### src/rtl/qtl_pkg.sv
// ----------------------------------------------------------------------------
// qtl_pkg: shared types and constants of the Q-table learner
// Field widths, operation codes, register indexes, the multiply-accumulate
// control bundle and the index reduction helper.
// ----------------------------------------------------------------------------
`default_nettype none

package qtl_pkg;

	// default table geometry
	localparam int unsigned STATE_COUNT_DEF  = 64;
	localparam int unsigned ACTION_COUNT_DEF = 4;

	// Q8.8 table entry width
	localparam int unsigned Q_W = 16;

	// multiply-accumulate widths: rate operand, value operand, accumulator
	localparam int unsigned MUL_A_W = 10;
	localparam int unsigned MUL_B_W = 25;
	localparam int unsigned ACC_W   = 35;

	// rate of one in Q1.8
	localparam logic [8:0] RATE_ONE = 9'd256;

	// operation codes
	localparam logic [1:0] OP_SELECT = 2'd0;
	localparam logic [1:0] OP_UPDATE = 2'd1;
	localparam logic [1:0] OP_CLEAR  = 2'd2;

	// configuration register indexes
	localparam logic [1:0] REG_LEARN_RATE    = 2'd0;
	localparam logic [1:0] REG_DISCOUNT      = 2'd1;
	localparam logic [1:0] REG_EXPLORE_LEVEL = 2'd2;

	// register reset values
	localparam logic [8:0]  LEARN_RATE_RST    = 9'd26;
	localparam logic [8:0]  DISCOUNT_RST      = 9'd230;
	localparam logic [15:0] EXPLORE_LEVEL_RST = 16'd6554;

	// control of the shared multiply-accumulate unit
	typedef struct packed {
		logic en;     // load the accumulator this cycle
		logic accum;  // add to the accumulator instead of the addend
	} mac_ctl_t;

	// Reduce a small index modulo n by binary-weighted conditional subtracts.
	function automatic logic [5:0] reduce_idx(input logic [5:0] v, input int unsigned n);
		logic [5:0] r;
		r = v;
		for (int k = 5; k >= 0; k--) begin
			if ({26'd0, r} >= (n << k)) begin
				r = r - 6'(n << k);
			end
		end
		return r;
	endfunction

endpackage

`default_nettype wire

### src/rtl/qtl_mac.sv
// ----------------------------------------------------------------------------
// qtl_mac: shared multiply-accumulate unit
// acc <= (accum ? acc : addend) + a * b, signed, one product per cycle while en is high.
// ----------------------------------------------------------------------------
`default_nettype none

module qtl_mac (
	input  wire                                  clk,
	input  wire  qtl_pkg::mac_ctl_t              ctl,
	input  wire  signed [qtl_pkg::MUL_A_W-1:0]   mul_a,
	input  wire  signed [qtl_pkg::MUL_B_W-1:0]   mul_b,
	input  wire  signed [qtl_pkg::ACC_W-1:0]     addend,
	output logic signed [qtl_pkg::ACC_W-1:0]     acc
);

	logic signed [qtl_pkg::ACC_W-1:0] prod;
	logic signed [qtl_pkg::ACC_W-1:0] base;
	logic signed [qtl_pkg::ACC_W-1:0] acc_q;

	// product and accumulate select
	assign prod = qtl_pkg::ACC_W'(mul_a * mul_b);
	assign base = ctl.accum ? acc_q : addend;

	always_ff @(posedge clk) begin
		if (ctl.en) begin
			acc_q <= base + prod;
		end
	end

	assign acc = acc_q;

endmodule

`default_nettype wire

### config.mk
export PLATFORM = sky130hd
export DESIGN_NAME = qtl_mac
export DESIGN_NICKNAME = d
export VERILOG_FILES = /design/src/rtl/qtl_pkg.sv /design/src/rtl/qtl_mac.sv
export SDC_FILE = /design/constraint.sdc
export NUM_CORES = 1
export LEC_CHECK = 0
export ABC_AREA = 0
export BUFFER_PORTS_ARGS = -buffer_cell sky130_fd_sc_hd__buf_2
export CORE_UTILIZATION = 60
export DETAILED_ROUTE_END_ITERATION = 6
export PLACE_DENSITY = 0.77
export SKIP_LAST_GASP = 1
export SLEW_MARGIN = 20
export SYNTH_ARGS = -nofsm -noshare
export SYNTH_HDL_FRONTEND = slang
export SYNTH_SLANG_ARGS = --single-unit
### constraint.sdc
create_clock -name clk -period 9.9 [get_ports clk]
set_clock_uncertainty 0.15 [all_clocks]
set_input_delay 1.98 -clock clk [delete_from_list [all_inputs] [get_ports clk]]
set_output_delay 1.98 -clock clk [all_outputs]
set_load 0.1 [all_outputs]
==> metrics.md <==
| Metric | Value |
|---|---|
| Clk sinks | 35 |
| Clock latency on the worst-skew pair | 0.31 ns |
| CP Capture Type | flop |
| Number of synthesized flops with an enable pin | 35 |
| Most numerous cell on the critical path | fa_1 |
| Slew margin rel. | 0.236 |
| Vias | 8062 |
| Dpl cells | 1454 |
| Nets | 1633 |
| Final Hold Viols | 0 |
| Die Wd | 138 um |
| Max cap viols | 0 |
| YS warnings | 0 |
| Synth Net Count | 1571 |
| Largest register by flop count | acc |
| XOR/XNOR Fraction of Synth Area | 0.0300 |
| Initial Util | 0.616 |
| WS Path Type | primary input to flop |
| CP max FO | 25 |
| Non-Filler Instances | 1465 |
| Critical path launch point type | primary input |
| Post-layout min period | 7.99 ns |
| Routed len/inst | 18.1 um |
| Num CTS Buffers | 5 |
| Clock Tree Buf Depth | 2 |
| Gp weighted congestion | 0.920 |
| RSZ-0062 raised after global routing | false |
| Setup Buffers After CTS | 0 |
| Number of remaining DRC errors | 0 |
| Mux cell area share after synthesis | 0.0363 |
| M1 WL | 11.0 mm |
| DRT iter0 DRCs | 491 |
| Ratio of cells with drive above 1 in the final layout | 0.129 |
| Die height | 138 um |
| Ys async rst share | 0 |
| Max-slew violations | 0 |
| Worst reg2reg setup slack | 4.29 ns |
| Pin count of the biggest net entering global routing | 36 |
| Post-synthesis adder-cell area fraction | 0.535 |
| Io pins | 108 |
| Met2 WL post-DR | 12.6 mm |
| Tightest Hold Check Type | flop to flop |
| Syn_area_per_cell | 9.49 sq um |
| Commonest non-fill, non-tap cell in the layout | inv_1 |
| Worst EP required | 9.80 ns |
| Dominant register cell in the synthesized netlist | edfxtp_1 |
| Buffers on Ports | 107 |
| Core area | 18000 sq um |
| Detailed Place HPWL | 21.3 mm |
| Max reg flops | 35 |
| Status | finished clean |
| Crit-path slowest cell | o21ai_0 |
| Post-route cell area | 11900 sq um |
| Placed cell areas | 11700 sq um |
| Met3 wire length | 2.35 mm |
| P&R area growth vs syn | 7.08% |
| Post-synthesis simple-gate area fraction | 0.139 |
| GRT Total Usage | 0.301 |
| H-tree depth | 2 |
| Top flop regs | acc: 35 flops |
| Hold WS | 0.583 ns |
| GRT overflow | 0 |
| CTS tree | yes |
| Buf/Inv on CP | 4 |
| Least-Margin Pin Slew | 1.13 ns |
| Commonest cells after routing, fill and taps aside | inv_1, fa_1, nand2_1 |
| Routed vias/inst | 5.50 |
| WP data arrival | 7.88 ns |
| CTS resizes | 0 |
| Largest family of logic cells by synthesized area | adder cells |
| Setup Viol. Count Final | 0 |
| Final setup TNS | 0 ns |
| Synthesized flop and latch total | 35 |
| Root Buffer | clkbuf_16 |
| Max Fclk | 125 MHz |
| Drt pass-1 iters | 5 |
| Num rows | 49 |
| Compound-Gate Fraction of Synth Area | 0.0517 |
| CP cell instances | buf_2, nand2_1, fa_1, inv_1, fa_1, fa_1, fa_1, inv_1, fa_1, inv_1, ha_1, a21oi_1, o21ai_0, nor2_1, o31ai_1, a21boi_0, xnor2_1 |
| Sequential element share of the synthesized area | 0.0947 |
| Gate count after technology mapping | 1170 |
| Initial antenna violation count | 3 |
| CP peak stage delay | 0.89 ns |
| Clock slew at reported path FFs | 0.07 ns |
| Synthesized area | 11100 sq um |
| Distinct cell type count after synthesis | 50 |
| Area contributors post-synth | fa_1, edfxtp_1, ha_1, inv_1, nand2_1 |
| Top cell type's share of synthesized area | 0.440 |
| Post-route ant nets | 0 |
| First-pass GRT wire length | 44.7 mm |
| Top delay family on crit path | adder cells |
| Post-synth top area cell | fa_1 |
| Vias in the first global route | 8686 |
| WL final | 26.6 mm |
| Max layer used | met4 |
| Hold-fix buffers, CTS | 0 |
| Die area | 19100 sq um |
| Fin crit share | 0.807 |
| Filler cells | 1467 |
[metrics by stage]
stage / setup WS (ns) / utilization
global placement: 1.72 / 0.650
detailed placement: 1.69 / 0.650
global route: 1.60 / 0.659
floorplan: 2.89 / -
finish: 1.91 / 0.660
CTS: 1.99 / 0.659
[tightest hold or removal path, stage by stage, from the launching register on]
cell      delay, ns
edfxtp_1       0.35
mux2_2         0.15
ha_1           0.13
[synth_stat cells, types with 3 or more instances]
cell,count
buf_1,3
a31oi_1,4
nand3_1,8
o31ai_1,3
o21bai_1,3
o21a_1,4
nand2_1,153
xnor2_1,27
nor4_1,3
nor2_1,32
nand4_1,4
nand2b_1,11
ha_1,84
a21o_1,14
and2_1,85
xor2_1,11
o21ai_0,15
edfxtp_1,35
and3_1,4
nor3_1,4
inv_1,279
buf_2,3
fa_1,244
a21oi_1,25
mux2_2,34
clkbuf_1,43
[final cells by class]
cell class,count,area [sq um],area share
antenna,3,7.51,0.000631
inverter,279,1050,0.0881
clock buffer,5,125,0.0105
clock inverter,3,43.8,0.00368
multi-input combinational,803,8780,0.739
timing repair buffer,108,543,0.0457
sequential,35,1050,0.0884
tap,229,287,0.0241
[path summary, 6_finish.rpt]
check	from	to	cells past startpoint
max	mul_a[4]	acc[24]	17
min	acc[0]	acc[0]	2
min reg2reg	acc[0]	acc[0]	2
max reg2reg	acc[12]	acc[24]	16
[metal layers]
metal	vias up	GRT usage
li1	3634	-
met1	4032	0.405
met2	352	0.488
met3	44	0.0644
met4	0	0.101
met5	-	0
[cells by family after synthesis]
logic type,count (synthesis)
XOR/XNOR,38
adder cells (fa/ha/maj),328
buffers and inverters,332
AO/OA/AOI/OAI,85
flip-flops,35
AND/OR/NAND/NOR,316
multiplexers,36
Power is left out: the tool's default activity adds up to more than one toggle a clock period on the data nets, which glitch-free logic cannot reach.
