File: config.mk
export PLATFORM = sky130hd
export DESIGN_NAME = qtl_table
export DESIGN_NICKNAME = d
export VERILOG_FILES = /design/src/rtl/qtl_pkg.sv /design/src/rtl/qtl_table.sv
export SDC_FILE = /design/constraint.sdc
export NUM_CORES = 2
export LEC_CHECK = 0
export ABC_CLOCK_PERIOD_IN_PS = 2900
export BUFFER_PORTS_ARGS = -buffer_cell sky130_fd_sc_hd__buf_4
export CAP_MARGIN = 20
export CORE_UTILIZATION = 26
export DETAILED_ROUTE_END_ITERATION = 10
export PLACE_DENSITY = 0.37
export SKIP_CTS_REPAIR_TIMING = 1
export SLEW_MARGIN = 30
export SYNTH_ARGS = -nofsm -noshare
export SYNTH_HDL_FRONTEND = slang
export SYNTH_SLANG_ARGS = --single-unit
export TNS_END_PERCENT = 100
File: constraint.sdc
create_clock -name clk -period 2.9 [get_ports clk]
set_input_delay 0.145 -clock clk [delete_from_list [all_inputs] [get_ports clk]]
set_output_delay 0.145 -clock clk [all_outputs]
set_load 0.02 [all_outputs]
File: src/rtl/qtl_pkg.sv
// ----------------------------------------------------------------------------
// qtl_pkg: shared types and constants of the Q-table learner
// Field widths, operation codes, register indexes, the multiply-accumulate
// control bundle and the index reduction helper.
// ----------------------------------------------------------------------------
`default_nettype none

package qtl_pkg;

	// default table geometry
	localparam int unsigned STATE_COUNT_DEF  = 64;
	localparam int unsigned ACTION_COUNT_DEF = 4;

	// Q8.8 table entry width
	localparam int unsigned Q_W = 16;

	// multiply-accumulate widths: rate operand, value operand, accumulator
	localparam int unsigned MUL_A_W = 10;
	localparam int unsigned MUL_B_W = 25;
	localparam int unsigned ACC_W   = 35;

	// rate of one in Q1.8
	localparam logic [8:0] RATE_ONE = 9'd256;

	// operation codes
	localparam logic [1:0] OP_SELECT = 2'd0;
	localparam logic [1:0] OP_UPDATE = 2'd1;
	localparam logic [1:0] OP_CLEAR  = 2'd2;

	// configuration register indexes
	localparam logic [1:0] REG_LEARN_RATE    = 2'd0;
	localparam logic [1:0] REG_DISCOUNT      = 2'd1;
	localparam logic [1:0] REG_EXPLORE_LEVEL = 2'd2;

	// register reset values
	localparam logic [8:0]  LEARN_RATE_RST    = 9'd26;
	localparam logic [8:0]  DISCOUNT_RST      = 9'd230;
	localparam logic [15:0] EXPLORE_LEVEL_RST = 16'd6554;

	// control of the shared multiply-accumulate unit
	typedef struct packed {
		logic en;     // load the accumulator this cycle
		logic accum;  // add to the accumulator instead of the addend
	} mac_ctl_t;

	// Reduce a small index modulo n by binary-weighted conditional subtracts.
	function automatic logic [5:0] reduce_idx(input logic [5:0] v, input int unsigned n);
		logic [5:0] r;
		r = v;
		for (int k = 5; k >= 0; k--) begin
			if ({26'd0, r} >= (n << k)) begin
				r = r - 6'(n << k);
			end
		end
		return r;
	endfunction

endpackage

`default_nettype wire

File: src/rtl/qtl_table.sv
// ----------------------------------------------------------------------------
// qtl_table: Q-value storage
// Single write port, single read port with registered read data.
// ----------------------------------------------------------------------------
`default_nettype none

module qtl_table #(
	parameter int unsigned DEPTH = qtl_pkg::STATE_COUNT_DEF * qtl_pkg::ACTION_COUNT_DEF
) (
	input  wire                            clk,
	input  wire                            we,
	input  wire  [$clog2(DEPTH)-1:0]       waddr,
	input  wire  [qtl_pkg::Q_W-1:0]        wdata,
	input  wire  [$clog2(DEPTH)-1:0]       raddr,
	output logic [qtl_pkg::Q_W-1:0]        rdata
);

	logic [qtl_pkg::Q_W-1:0] mem_q [DEPTH];

	// write port
	always_ff @(posedge clk) begin
		if (we) begin
			mem_q[waddr] <= wdata;
		end
	end

	// registered read port
	always_ff @(posedge clk) begin
		rdata <= mem_q[raddr];
	end

endmodule

`default_nettype wire

==> metrics.md <==
| Metric | Value |
|---|---|
| Synth Net Count | `7394` |
| Fill count | `57904` |
| CP most frequent cell | `mux4_2` |
| DRT Wirelength | `around 520000 um` |
| Leak pwr | `around 61 nW` |
| Largest family of logic cells by synthesized area | `multiplexers` |
| Final setup fails | `0` |
| Hold Path End | `rdata[14]` |
| Hold Crit Class | `in -> reg` |
| Synth top area share | `77.5%` |
| Worst-path fanout max | `1` |
| Unrepaired setup endpoints after global routing | `no` |
| Final Wtd Congestion | `0.795` |
| R2r startpoint | `mem_q[27][15]` |
| Number of cell rows | `286` |
| DIE AREA | `0.614 mm2` |
| Initial antenna violation count | `42` |
| Final core occ | `31.8%` |
| Period utilization | `97.9%` |
| GRT Util Overall | `approximately 17%` |
| # DRC | `0` |
| Cells after Synth | `7360` |
| Port buffer count | `49` |
| Critical Path AT | `3.75 ns` |
| Status | `complete, but fails checks` |
| Kind of critical path | `reg -> reg` |
| Max_slew headroom | `a little under a third` |
| Pwr dens | `684 mW/mm2` |
| Critical path's largest stage delay | `0.57 ns` |
| Die Height | `783 um` |
| Most used DFF post-synth | `edfxtp_1` |
| Starting density of the core | `26.1%` |
| CTS buffer count | `between 400 and 500` |
| CTS tree | `yes` |
| Post-Synth XOR/XNOR Area | `0%` |
| Clock Skew | `0.0805 ns` |
| Post-synth EDFFs | `4096` |
| Die Width | `783 um` |
| Logic pwr share | `5.8%` |
| Max-slew violation count | `0` |
| Setup TNS | `0 ns` |
| Final Critical Period | `about 2.8 ns` |
| Sequential area share after synthesis | `77.7%` |
| Ratio of cells with drive above 1 in the final layout | `roughly a third` |
| Violated checks | `negative hold slack` |
| Fin. Hold Viols | `1` |
| CP Data Required Time | `3.82 ns` |
| Pre-antenna DRT Iters | `5` |
| FFs w/ async S/R, synth | `0%` |
| WL/cell | `30.8 um` |
| FF/Latch Area | `0.123 mm2` |
| CP Launch Type | `register` |
| Core area | `between 0.6 and 0.7 mm2` |
| R2R Setup Slk | `0.06 ns` |
| Sw Pwr | `0.0297 W` |
| Starting DRT DRC Count | `6776` |
| Most common cell in the synthesized netlist | `edfxtp_1` |
| F_max | `0.352 GHz` |
| Clk root buf | `clkbuf_16` |
| Worst reg2reg path depth | `6` |
| First-pass GRT wire length | `716000 um` |
| Vias post-DR | `approximately 80000` |
| Avg Cell Area, Syn | `21.6 um2` |
| Clock slew at reported path FFs | `around 0.060 ns` |
| Int Power | `0.103 W` |
| Mapped cell area | `0.159 mm2` |
| Synth cell types | `between 50 and 60` |
| Clock latency on the worst-skew pair | `1.03 ns` |
| Final worst setup slack | `0.0608 ns` |
| RR Endpoint | `rdata[15]` |
| Compound-Gate Fraction of Synth Area | `3.54%` |
| CP endpoint kind | `register` |
| P&R area growth vs syn | `21.8%` |
| Reg power frac | `49.7%` |
| I/O pin count | `50` |
| Synth cell count leaders | `4096 x edfxtp_1, 797 x mux4_2, 565 x mux2i_1` |
| Nets | `8510` |
| Post-DRT Antenna Nets | `0` |
| Power share of the clock group | `44.5%` |
| MaxCap Viol Count | `0` |
| CP Cell Sequence | `mux4_2 > mux4_2 > a22o_1 > o32ai_4 > buf_12 > nor4_1` |
| Post-synthesis mux area share | `between 10% and 20%` |
| Seq cells post-synth | `around 4000` |
| Hold_sp | `raddr[4]` |
| Vias per cell | `4.71` |
| Slew @ Worst Pin | `about 1 ns` |
| Clock Sink Count | `4112` |
| Synth Area in Simple Gates | `1.57%` |
| Synth top area cells | `edfxtp_1 77%, mux4_2 11%, mux2i_1 3.6%` |
| Vias in the first global route | `between 80000 and 90000` |
| Worst setup path start | `mem_q[27][15]` |
| YS warnings | `0` |
| Post-synth top area cell | `edfxtp_1` |
| Hpwl dp | `roughly 330000 um` |
| Gr ovfl total | `0` |
| Worst vdd rail ir drop | `between 0.5 and 0.6 mV` |
| Slowest cell on crit path | `o32ai_4` |
| Dpl ws | `-0.791 ns` |
| Multi-input gate area in the final layout | `between 0.03 and 0.04 mm2` |
| WHS | `-0.0282 ns` |
| H-tree Lvls | `5` |
| Clock buffer depth | `4` |
| Hold path depth | `6` |
| Sw frac | `22.5%` |
| Adder-cell share of the synthesized area | `0%` |
| Largest net degree at the start of global routing | `roughly 110` |
| Post-layout power | `0.132 W` |
==> state kept, by name, indices dropped and copies added (netlist names) <==
register and count:
mem_q 4096, rdata 16
==> layer usage <==
metal / global-route usage (%) / part of all wire, %
met4: 3.69 / 2.3
met5: 0 / 0.0069
met1: 23.5 / 45
met2: 27.5 / 48
met3: 2.08 / 4.4
==> area by class of cell <==
| type | instances | share of cell area, % |
|---|---|---|
| Clock inverter | 294 | 1.69 |
| Sequential cell | 4112 | 63.8 |
| Tap cell | 8064 | 5.22 |
| Inverter | 4 | 0.0142 |
| Clock buffer | 557 | 6.17 |
| Timing Repair Buffer | 1109 | 5.78 |
| Antenna cell | 15 | 0.0194 |
| Multi-Input combinational cell | 2792 | 17.3 |
==> power by group through the flow <==
stage | clock network [W] | registers, W | logic (W)
floorplan | 0 | 0.0669 | 0.00323
global placement | 0 | 0.0669 | 0.00779
detailed placement | 0 | 0.0669 | 0.00786
CTS | 0.0604 | 0.0657 | 0.00787
global route | 0.0625 | 0.0656 | 0.00812
finish | 0.0588 | 0.0657 | 0.00770
==> layout by cell type (no fill, tap or decap), types with 148 or more instances in the layout <==
cell and instances:
o221ai_1 252, a21oi_1 174, clkbuf_16 459, buf_12 206, buf_4 855, nor2_2 177
mux2i_1 565, edfxtp_1 4096, o22ai_1 148, mux4_2 797
==> cells by family after synthesis <==
| group | after synthesis |
|---|---|
| buffers and inverters | 456 |
| AND/OR/NAND/NOR | 556 |
| AO/OA/AOI/OAI | 786 |
| multiplexers | 1450 |
| flip-flops | 4112 |
==> worst max-delay path: cells and delay by family, from the launching register on <==
| family | cells | cell delay (ns) |
|---|---|---|
| simple gates | 1 | 0.05 |
| mux | 2 | 1.07 |
| compound gates | 2 | 1.04 |
| buf+inv | 1 | 0.18 |
| flops | 1 | 0.35 |
==> through the flow <==
| stage | instance area, um2 | cells |
|---|---|---|
| 2_1_floorplan | 159000 | 7360 |
| 6_report | 193000 | 16947 |
| 4_1_cts | 193000 | 16905 |
| 3_3_place_gp | 178000 | 16051 |
| 5_1_grt | 193000 | 16936 |
| 3_5_place_dp | 178000 | 16054 |
==> worst max path at each step <==
| stage | to | slack, ns | cells after the start |
|---|---|---|---|
| 4_1_cts | rdata[15] | -0.30 | 6 |
| 5_1_grt | rdata[1] | 0.01 | 8 |
| 6_report | rdata[15] | 0.06 | 6 |
| 3_3_place_gp | rdata[4] | -1.15 | 11 |
| 3_5_place_dp | rdata[15] | -0.79 | 9 |
| 2_1_floorplan | mem_q[235][0] | 0.59 | 6 |
Power figures use the tool's default switching activity.
